===== config.mk =====
export PLATFORM = sky130hd
export DESIGN_NAME = multitap_keypad_decoder_top
export DESIGN_NICKNAME = d
export VERILOG_FILES = /design/src/sv/mkd_pkg.sv /design/src/sv/multitap_keypad_decoder_top.sv /design/src/sv/mkd_core.sv /design/src/sv/mkd_out_buf.sv
export SDC_FILE = /design/constraint.sdc
export NUM_CORES = 1
export LEC_CHECK = 0
export ABC_AREA = 1
export BUFFER_PORTS_ARGS = -buffer_cell sky130_fd_sc_hd__buf_4
export CORE_ASPECT_RATIO = 0.6
export CORE_MARGIN = 1.5
export CORE_UTILIZATION = 64
export DETAILED_ROUTE_END_ITERATION = 16
export GPL_TIMING_DRIVEN = 0
export PLACE_DENSITY = 0.84
export SYNTH_ARGS = -nofsm -noshare
export SYNTH_HDL_FRONTEND = slang
export SYNTH_HIERARCHICAL = 1
export SYNTH_SLANG_ARGS = --single-unit

===== constraint.sdc =====
create_clock -name clock -period 7.23 [get_ports clock]
set_clock_uncertainty 0.15 [all_clocks]
set_input_delay 0.723 -clock clock [delete_from_list [all_inputs] [get_ports clock]]
set_output_delay 0.723 -clock clock [all_outputs]
set_load 0.1 [all_outputs]

===== src/sv/mkd_pkg.sv =====
package mkd_pkg;

   localparam int KEY_W  = 4;
   localparam int CNT_W  = 3;
   localparam int CHAR_W = 7;

   // request kinds (tuser on the request channel)
   localparam logic REQ_PRESS = 1'b0;
   localparam logic REQ_FLUSH = 1'b1;

   // result kinds (tuser on the response channel)
   localparam logic KIND_APPEND = 1'b0;
   localparam logic KIND_DELETE = 1'b1;

   localparam logic [KEY_W-1:0] KEY_DIGIT_MAX = 4'd9;
   localparam logic [KEY_W-1:0] KEY_HASH      = 4'd10;
   localparam logic [KEY_W-1:0] KEY_STAR      = 4'd11;

   typedef struct packed {
      logic              kind;
      logic [CHAR_W-1:0] char_code;
   } result_type;

   typedef struct packed {
      logic       push;
      result_type result;
   } push_type;

   // letters a digit key steps through
   function automatic logic [CNT_W:0] key_len(input logic [KEY_W-1:0] key);
      logic [CNT_W:0] len;
      case (key)
         4'd0:    len = 4'd2;
         4'd1:    len = 4'd8;
         4'd7:    len = 4'd5;
         4'd9:    len = 4'd5;
         default: len = 4'd4;
      endcase
      return len;
   endfunction

   function automatic logic [CHAR_W-1:0] key_char(input logic [KEY_W-1:0] key,
                                                  input logic [CNT_W-1:0] cnt);
      logic [7:0] row [8];
      case (key)
         4'd0:    row = '{" ", "0", 8'h00, 8'h00, 8'h00, 8'h00, 8'h00, 8'h00};
         4'd1:    row = '{".", "?", "!", ",", "/", "_", "-", "1"};
         4'd2:    row = '{"A", "B", "C", "2", 8'h00, 8'h00, 8'h00, 8'h00};
         4'd3:    row = '{"D", "E", "F", "3", 8'h00, 8'h00, 8'h00, 8'h00};
         4'd4:    row = '{"G", "H", "I", "4", 8'h00, 8'h00, 8'h00, 8'h00};
         4'd5:    row = '{"J", "K", "L", "5", 8'h00, 8'h00, 8'h00, 8'h00};
         4'd6:    row = '{"M", "N", "O", "6", 8'h00, 8'h00, 8'h00, 8'h00};
         4'd7:    row = '{"P", "Q", "R", "S", "7", 8'h00, 8'h00, 8'h00};
         4'd8:    row = '{"T", "U", "V", "8", 8'h00, 8'h00, 8'h00, 8'h00};
         4'd9:    row = '{"W", "X", "Y", "Z", "9", 8'h00, 8'h00, 8'h00};
         default: row = '{8'h00, 8'h00, 8'h00, 8'h00, 8'h00, 8'h00, 8'h00, 8'h00};
      endcase
      return row[cnt][CHAR_W-1:0];
   endfunction

endpackage


===== src/sv/multitap_keypad_decoder_top.sv =====
// channel   dir  tdata                 tuser
// req       in   [3:0] key_code        [0] req_type
// rsp       out  [6:0] out_char        [0] out_kind
//
// One transaction per cycle sustained while responses are taken; a result
// passes through the input register, then the two-entry result queue.
// The pending key and press count update in the single decode pass.
// Reset is synchronous and clears the pending state, the input register and the result queue.
// A stalled response holds; requests keep flowing until the queue is full.
module multitap_keypad_decoder_top (
   input  logic       clock,
   input  logic       reset,
   input  logic       req_tvalid,
   output logic       req_tready,
   input  logic [7:0] req_tdata,   // [3:0] key_code, [7:4] zero
   input  logic       req_tuser,   // [0] req_type
   output logic       rsp_tvalid,
   input  logic       rsp_tready,
   output logic [7:0] rsp_tdata,   // [6:0] out_char, [7] zero
   output logic       rsp_tuser    // [0] out_kind
);

   mkd_pkg::push_type   push;
   mkd_pkg::result_type rsp_result;
   logic                space;

   mkd_core u_core (
      .clock      (clock),
      .reset      (reset),
      .req_tvalid (req_tvalid),
      .req_tready (req_tready),
      .req_type   (req_tuser),
      .req_key    (req_tdata[mkd_pkg::KEY_W-1:0]),
      .space      (space),
      .push       (push)
   );

   mkd_out_buf u_out_buf (
      .clock      (clock),
      .reset      (reset),
      .push       (push),
      .space      (space),
      .rsp_tvalid (rsp_tvalid),
      .rsp_tready (rsp_tready),
      .rsp_result (rsp_result)
   );

   assign rsp_tdata = {1'b0, rsp_result.char_code};
   assign rsp_tuser = rsp_result.kind;

endmodule


===== src/sv/mkd_core.sv =====
module mkd_core (
   input  logic                        clock,
   input  logic                        reset,
   input  logic                        req_tvalid,
   output logic                        req_tready,
   input  logic                        req_type,
   input  logic [mkd_pkg::KEY_W-1:0]   req_key,
   input  logic                        space,
   output mkd_pkg::push_type           push
);

   logic                        in_valid_ff, in_valid_in;
   logic                        in_type_ff;
   logic [mkd_pkg::KEY_W-1:0]   in_key_ff;

   logic [mkd_pkg::KEY_W-1:0]   pend_key_ff, pend_key_in;
   logic                        pend_valid_ff, pend_valid_in;
   logic [mkd_pkg::CNT_W-1:0]   count_ff, count_in;

   logic                        advance;
   logic                        is_flush, is_hash, is_star, is_digit, same_key;
   logic [mkd_pkg::CNT_W:0]     next_count;

   assign advance    = in_valid_ff && space;
   assign req_tready = !in_valid_ff || space;
   assign in_valid_in = req_tready ? req_tvalid : in_valid_ff;

   always_ff @(posedge clock) begin
      if (reset) begin
         in_valid_ff <= 1'b0;
      end else begin
         in_valid_ff <= in_valid_in;
      end
      if (req_tvalid && req_tready) begin
         in_type_ff <= req_type;
         in_key_ff  <= req_key;
      end
   end

   always_comb begin
      is_flush = in_type_ff == mkd_pkg::REQ_FLUSH;
      is_hash  = !is_flush && in_key_ff == mkd_pkg::KEY_HASH;
      is_star  = !is_flush && in_key_ff == mkd_pkg::KEY_STAR;
      is_digit = !is_flush && in_key_ff <= mkd_pkg::KEY_DIGIT_MAX;
      same_key = pend_valid_ff && pend_key_ff == in_key_ff;
      next_count = {1'b0, count_ff} + 4'd1;
   end

   always_comb begin
      push.push             = 1'b0;
      push.result.kind      = mkd_pkg::KIND_APPEND;
      push.result.char_code = mkd_pkg::key_char(pend_key_ff, count_ff);
      if (advance) begin
         if (is_star) begin
            push.push             = 1'b1;
            push.result.kind      = mkd_pkg::KIND_DELETE;
            push.result.char_code = '0;
         end else if (is_flush || is_hash || (is_digit && !same_key)) begin
            push.push = pend_valid_ff;
         end
      end
   end

   always_comb begin
      pend_key_in   = pend_key_ff;
      pend_valid_in = pend_valid_ff;
      count_in      = count_ff;
      if (advance) begin
         if (is_flush || is_hash) begin
            pend_key_in   = '0;
            pend_valid_in = 1'b0;
            count_in      = '0;
         end else if (is_digit && same_key) begin
            // wrap to the first letter after the last
            if (next_count >= mkd_pkg::key_len(in_key_ff)) begin
               count_in = '0;
            end else begin
               count_in = next_count[mkd_pkg::CNT_W-1:0];
            end
         end else if (is_digit) begin
            pend_key_in   = in_key_ff;
            pend_valid_in = 1'b1;
            count_in      = '0;
         end
      end
   end

   always_ff @(posedge clock) begin
      if (reset) begin
         pend_key_ff   <= '0;
         pend_valid_ff <= 1'b0;
         count_ff      <= '0;
      end else begin
         pend_key_ff   <= pend_key_in;
         pend_valid_ff <= pend_valid_in;
         count_ff      <= count_in;
      end
   end

endmodule


===== src/sv/mkd_out_buf.sv =====
module mkd_out_buf (
   input  logic                 clock,
   input  logic                 reset,
   input  mkd_pkg::push_type    push,
   output logic                 space,
   output logic                 rsp_tvalid,
   input  logic                 rsp_tready,
   output mkd_pkg::result_type  rsp_result
);

   mkd_pkg::result_type entry_ff [2];
   logic                wr_ptr_ff, wr_ptr_in;
   logic                rd_ptr_ff, rd_ptr_in;
   logic [1:0]          count_ff, count_in;
   logic                pop;

   assign space      = count_ff != 2'd2;
   assign rsp_tvalid = count_ff != 2'd0;
   assign rsp_result = entry_ff[rd_ptr_ff];
   assign pop        = rsp_tvalid && rsp_tready;

   always_comb begin
      wr_ptr_in = push.push ? !wr_ptr_ff : wr_ptr_ff;
      rd_ptr_in = pop ? !rd_ptr_ff : rd_ptr_ff;
      count_in  = count_ff + {1'b0, push.push} - {1'b0, pop};
   end

   always_ff @(posedge clock) begin
      if (reset) begin
         wr_ptr_ff <= 1'b0;
         rd_ptr_ff <= 1'b0;
         count_ff  <= 2'd0;
      end else begin
         wr_ptr_ff <= wr_ptr_in;
         rd_ptr_ff <= rd_ptr_in;
         count_ff  <= count_in;
      end
      if (push.push) begin
         entry_ff[wr_ptr_ff] <= push.result;
      end
   end

endmodule


==> results of run 1 <==
[synth_stat cells (3+ instances only)]
library cell,n,area share
nand2_8,3,0.020
mux2_4,8,0.039
nor2_1,33,0.040
nand4_1,5,0.010
o22ai_1,3,0.0061
nand3b_1,3,0.0073
ha_1,11,0.045
edfxtp_1,21,0.21
nor2_4,4,0.015
nand3_1,24,0.039
inv_2,10,0.012
nor3_1,4,0.0065
nand3_4,3,0.017
inv_1,34,0.041
nand2_2,9,0.018
nand3_2,4,0.013
a21oi_1,16,0.026
nor2_2,4,0.0081
nand2_4,4,0.015
nand2_1,63,0.077
dfxtp_1,40,0.26
clkbuf_1,4,0.0049
o21ai_0,12,0.020
[worst max-delay path, stage by stage (launching register included)]
cell and delay [ns]:
dfxtp_1 0.34, inv_1 0.07, nand2_1 0.16, nand2_1 0.15, nor4_2 0.92, a31o_2 0.29, inv_1 0.07, nor2_1 0.56
[how the worst max path moves through the flow]
stage	from	to	slack [ns]
after floorplan	u_core/in_key_ff[2]$_DFFE_PP_	u_out_buf/entry_ff[0][0]$_DFFE_PP_	4.79
after global placement	u_core/in_key_ff[3]$_DFFE_PP_	u_out_buf/entry_ff[0][2]$_DFFE_PP_	4.07
after detailed placement	u_core/in_key_ff[3]$_DFFE_PP_	u_out_buf/entry_ff[0][2]$_DFFE_PP_	3.88
after CTS	u_out_buf/count_ff[0]$_SDFF_PP0_	u_out_buf/entry_ff[0][7]$_DFFE_PP_	3.81
after global routing	u_core/in_key_ff[3]$_DFFE_PP_	u_out_buf/entry_ff[0][3]$_DFFE_PP_	4.06
final	u_out_buf/count_ff[0]$_SDFF_PP0_	u_out_buf/entry_ff[0][2]$_DFFE_PP_	4.15
[per-layer routing]
metal,vias up,track usage,wire [µm]
met2,137,0.3971,2895
met1,1166,0.4184,3026
li1,1201,-,-
met3,11,0.08266,721
met5,-,0,0
met4,0,0.09231,88
[cells by family (layout without fill, tap and decap cells)]
family / Yosys count / in the layout / share of synthesized area
AOI/OAI and AO/OA: 43 / 43 / 0.08300
xor gates and xnor gates: 1 / 1 / 0.002848
adders and majority gates: 11 / 11 / 0.04475
buffers and inverters: 54 / 88 / 0.07404
DFF: 61 / 61 / 0.4654
muxes: 8 / 8 / 0.03906
other: 1 / 1 / 0.001219
and+or+nand+nor: 165 / 165 / 0.2897
[stage by stage]
| stage | power [mW] | util | area, µm² | std cells | hold slack [ns] |
|---|---|---|---|---|---|
| 2_1_floorplan | 0.5921 | - | 3075 | 344 | 0.3009 |
| 3_3_place_gp | 0.6324 | 0.7169 | 3289 | 425 | 0.3216 |
| 3_5_place_dp | 0.6382 | 0.7169 | 3289 | 425 | 0.3400 |
| 4_1_cts | 0.9280 | 0.7581 | 3478 | 441 | 0.3540 |
| 5_1_grt | 0.9664 | 0.7595 | 3485 | 441 | 0.3726 |
| 6_report | 0.9264 | 0.7595 | 3485 | 441 | 0.3558 |
[area by class of cell]
class / count / area [µm²] / share of cell area
clock inverters: 6 / 61.31 / 0.01759
inverters: 46 / 177.7 / 0.05099
clock buffers: 10 / 127.6 / 0.03662
well taps: 63 / 78.83 / 0.02262
repair buffers: 18 / 135.1 / 0.03878
flip-flops and latches: 61 / 1431 / 0.4108
multi-input cells: 229 / 1423 / 0.4083
plain buffers: 8 / 50.05 / 0.01436
[power by group through the flow]
stage,Sequential [mW],Combinational (mW),Clock [mW]
after floorplan,0.403,0.189,0
after global placement,0.408,0.225,0
after detailed placement,0.408,0.230,0
after CTS,0.401,0.231,0.296
after global routing,0.403,0.249,0.314
final,0.402,0.233,0.292
==> impl_metrics.ini, run 1 <==
[power]
internal-power_mw = 0.6138
seqPwrFrac = 0.434
switching_share = 0.3374
power.density_mw_per_mm2 = 265.8
leakage_nw = 1.549
clockPowerShare = 0.315
combPwrFrac = 0.251
ir_drop_mv = 0.2019
p_switching_mw = 0.3126

[min_path]
hp-start = u_out_buf/rd_ptr_ff$_SDFFE_PP0P_
hold_path_class = reg -> reg
holdPathStages = 2
min_to = u_out_buf/rd_ptr_ff$_SDFFE_PP0P_

[grt]
grt_pass1_vias = 2220
antenna_found_initial = 0
track_usage = 0.2838
grt_start_max_net_pins = 13
grt_overflow_total = 0
grt_pass1_wl_um = 10950

[timing]
min_period_ns = 3.082
finalSetupTns_ns = 0
setup_ws_ns = 4.148
relSlewSlack = 0.2923
fmax_ghz = 0.3244
slew_violations = 0
finalHoldViolCount = 0
finalCritPeriodShare = 0.4263
worstMarginPinSlew_ns = 1.053
rsz0062_at_grt = false
finalSetupViolCount = 0

[status]
status = finished, final reports clean

[finish]
n_antenna_cell = 0
drive_gt1_frac = 0.2381
mostFrequentLayoutCells = nand2_1, dfxtp_1, inv_1
fin_nets = 397
mostFrequentLayoutCell = nand2_1
fillCellCount = 323
syn_to_final_growth_pct = 13.30

[yosys]
syn-cell-area_mm2 = 0.003075
seq_area_frac_synth = 0.4654
synth-edff-count = 21
syn_avg_cell_area_um2 = 8.940
synthArstFlopShare = 0
ys_warn_count = 6
synth-seq-cells = 61
synthCells = 344
synth.net_count = 368
synth.distinct_cells = 41
synth-main-ff-cell = dfxtp_1

[floorplan]
start_util = 0.6703
io_pins = 24
fp-row-count = 19
die_w_um = 92.49
die_area_mm2 = 0.005244
coreArea_mm2 = 0.004588
die_h_um = 56.70

[detailed_routing]
vias_per_cell = 5.703
drc_errors = 0
drt-wirelength-per-cell_um = 15.26
drt_iter0_drc = 277
dr_total_vias = 2515
wl_um = 6731
ant_nets = 0
dr.pass1.iters = 5

[placement]
io_buffers = 18
dp_slack_ns = 3.876
place.gp.congestion = 0.8954
dp_hpwl_um = 5023

[clock_tree]
cts_buffers = 9
clk_pin_slew_ns = 0.07
clock_sinks = 61
htreeDepth = 3
hold_buffers = 0
cts-root-buf = clkbuf_8
cts_tree = done
cts_resized = 0
insertion_delay_ns = 0.34
cts_buffer_depth = 2
cts_setup_buffers = 0

[critical_path]
criticalPathCategory = reg -> reg
rr_endpoint = u_out_buf/entry_ff[0][2]$_DFFE_PP_
end_kind = register
critical_path_arrival_ns = 2.90
worstSetupStartpointType = register
reg2regPathDepth = 7
r2r_start = u_out_buf/count_ff[0]$_SDFF_PP0_
reg2reg_slack_ns = 4.15
cp_max_fo = 8
crit_required_ns = 7.05

[flow_run]
drv_cap = 0
Power figures use the tool's default switching activity.
==> inputs of run 2 (changes only) <==
--- a/config.mk
+++ b/config.mk
@@ -9,10 +9,10 @@
 export BUFFER_PORTS_ARGS = -buffer_cell sky130_fd_sc_hd__buf_4
 export CORE_ASPECT_RATIO = 0.6
 export CORE_MARGIN = 1.5
-export CORE_UTILIZATION = 64
+export CORE_UTILIZATION = 54
 export DETAILED_ROUTE_END_ITERATION = 16
 export GPL_TIMING_DRIVEN = 0
-export PLACE_DENSITY = 0.84
+export PLACE_DENSITY = 0.76
 export SYNTH_ARGS = -nofsm -noshare
 export SYNTH_HDL_FRONTEND = slang
 export SYNTH_HIERARCHICAL = 1
==> constraint.sdc (replaced) <==
create_clock -name clock -period 2.75 [get_ports clock]
set_clock_uncertainty 0.15 [all_clocks]
set_input_delay 0.275 -clock clock [delete_from_list [all_inputs] [get_ports clock]]
set_output_delay 0.275 -clock clock [all_outputs]
set_load 0.1 [all_outputs]
==> impl_metrics.ini, run 2 (synthesized netlist as in run 1, its figures left out) <==
[critical_path]
critical_path_buf_inv_count = 3
slowest_stage = edfxtp_1
reg2regPathDepth = 16
cp_top_family = simple AND/OR/NAND/NOR gates
crit_chain = inv_2, nor2_1, nand2_2, nand3_2, nand2_4, inv_6, nand2_8, nand2_1, nand2_2, nor2_4, inv_2, ha_1, nand3_1, nor2_1, nor2_1, nand2_1
criticalPathCategory = reg -> reg
critical_path_arrival_ns = 2.62
cp_slowest_stage_delay_ns = 0.52
end_kind = register
crit_path_frequent_cell = nor2_1
crit_required_ns = 2.83
path_depth = 16
worstSetupStartpointType = register
cp_max_fo = 10

[grt]
grt_pass1_vias = 2076
grt_overflow_total = 0
grt_start_max_net_pins = 13
grt_pass1_wl_um = 10290
antenna_found_initial = 0
track_usage = 0.2307

[placement]
dp_hpwl_um = 4916
dp_slack_ns = -0.4652
io_buffers = 18
place.gp.congestion = 0.8508

[timing]
hold_slack_ns = 0.06154
finalHoldViolCount = 0
slew_violations = 0
relSlewSlack = 0.6326
finalSetupViolCount = 0
fmax_ghz = 0.3950
min_period_ns = 2.532
worstMarginPinSlew_ns = 0.5470
finalSetupTns_ns = 0
rsz0062_at_grt = false
setup_ws_ns = 0.2181
finalCritPeriodShare = 0.9207

[status]
status = finished, final reports clean

[floorplan]
fp-row-count = 21
die_h_um = 61.46
io_pins = 24
coreArea_mm2 = 0.005544
start_util = 0.5547
die_w_um = 100.4
die_area_mm2 = 0.006172

[detailed_routing]
drt-wirelength-per-cell_um = 14.26
wl_um = 6617
drc_errors = 0
dr_total_vias = 2419
dr.pass1.iters = 5
drt_iter0_drc = 170
vias_per_cell = 5.213
ant_nets = 0

[power]
leakage_nw = 1.576
p_total_mw = 2.464
ir_drop_mv = 0.3965
power.density_mw_per_mm2 = 686.9

[clock_tree]
cts-root-buf = clkbuf_8
clock_sinks = 61
htreeDepth = 3
cts_setup_buffers = 0
clk_pin_slew_ns = 0.07
cts_tree = done
insertion_delay_ns = 0.34
cts_buffer_depth = 2
cts_buffers = 9

[finish]
n_antenna_cell = 0
final_util = 0.6470
mostFrequentLayoutCell = nand2_1
syn_to_final_growth_pct = 16.64
drive_gt1_frac = 0.2422
mostFrequentLayoutCells = nand2_1, dfxtp_1, inv_1
fin_nets = 403

[min_path]
holdPathStages = 3
hold_path_class = in -> reg

[flow_run]
drv_cap = 0
-- run 2: cell count changes in the layout (fill, tap and decap cells not counted), sizes merged --
| cell | before | now |
|---|---|---|
| dlygate4sd3 | 0 | 6 |
| clkbuf | 14 | 13 |
| clkinvlp | 0 | 1 |
-- run 2: repair_timing --
item                       in CTS  in global routing
hold buffers                    6                  0
gates resized for setup         2                  2
hold endpoints to repair        7                  0
setup endpoints to repair      18                  9
cloned                          0                  0
-- run 2: area by class of cell --
cell class | count | area [µm²]
clock buffers | 9 | 123.9
inverters | 46 | 177.7
plain buffers | 8 | 50.05
well taps | 80 | 100.1
fillers | 447 | 1957
repair buffers | 24 | 195.2
multi-input cells | 229 | 1436
flip-flops and latches | 61 | 1431
clock inverters | 7 | 72.57
-- run 2: worst paths after layout --
| path | to | slack (ns) | start |
|---|---|---|---|
| hold reg to reg | u_out_buf/rd_ptr_ff$_SDFFE_PP0P_ | 0.35 | u_out_buf/rd_ptr_ff$_SDFFE_PP0P_ |
| hold / removal | u_core/in_valid_ff$_SDFFE_PP0N_ | 0.06 | req_tvalid |
| setup / recovery | register | 0.22 | u_core/in_key_ff[1]$_DFFE_PP_ |
| setup reg to reg | register | 0.22 | u_core/in_key_ff[1]$_DFFE_PP_ |
-- run 2: power breakdown --
| part | switching [mW] | internal (mW) | leakage, nW | total [mW] |
|---|---|---|---|---|
| registers | 0.0405 | 1.02 | 0.519 | 1.06 |
| clock network | 0.368 | 0.422 | 0.100 | 0.790 |
| logic | 0.435 | 0.184 | 0.956 | 0.619 |
-- run 2: through the flow --
step / area [µm²] / instances
after global placement: 3311 / 442
after global routing: 3587 / 464
after CTS: 3582 / 464
after floorplan: 3075 / 344
after detailed placement: 3311 / 442
final: 3587 / 464
-- run 2: layer usage --
layer	global-route usage	wire (µm)
met1	0.3340	3349
met2	0.3314	2726
met3	0.07605	473
met4	0.06237	67
met5	0	0
-- run 2: worst register-to-register path: cells and delay by family, from the launching register on --
family / cells / cell delay, ns
AND/OR/NAND/NOR: 12 / 1.15
buffers and inverters: 3 / 0.30
flip-flops: 1 / 0.52
adder cells (fa/ha/maj): 1 / 0.31
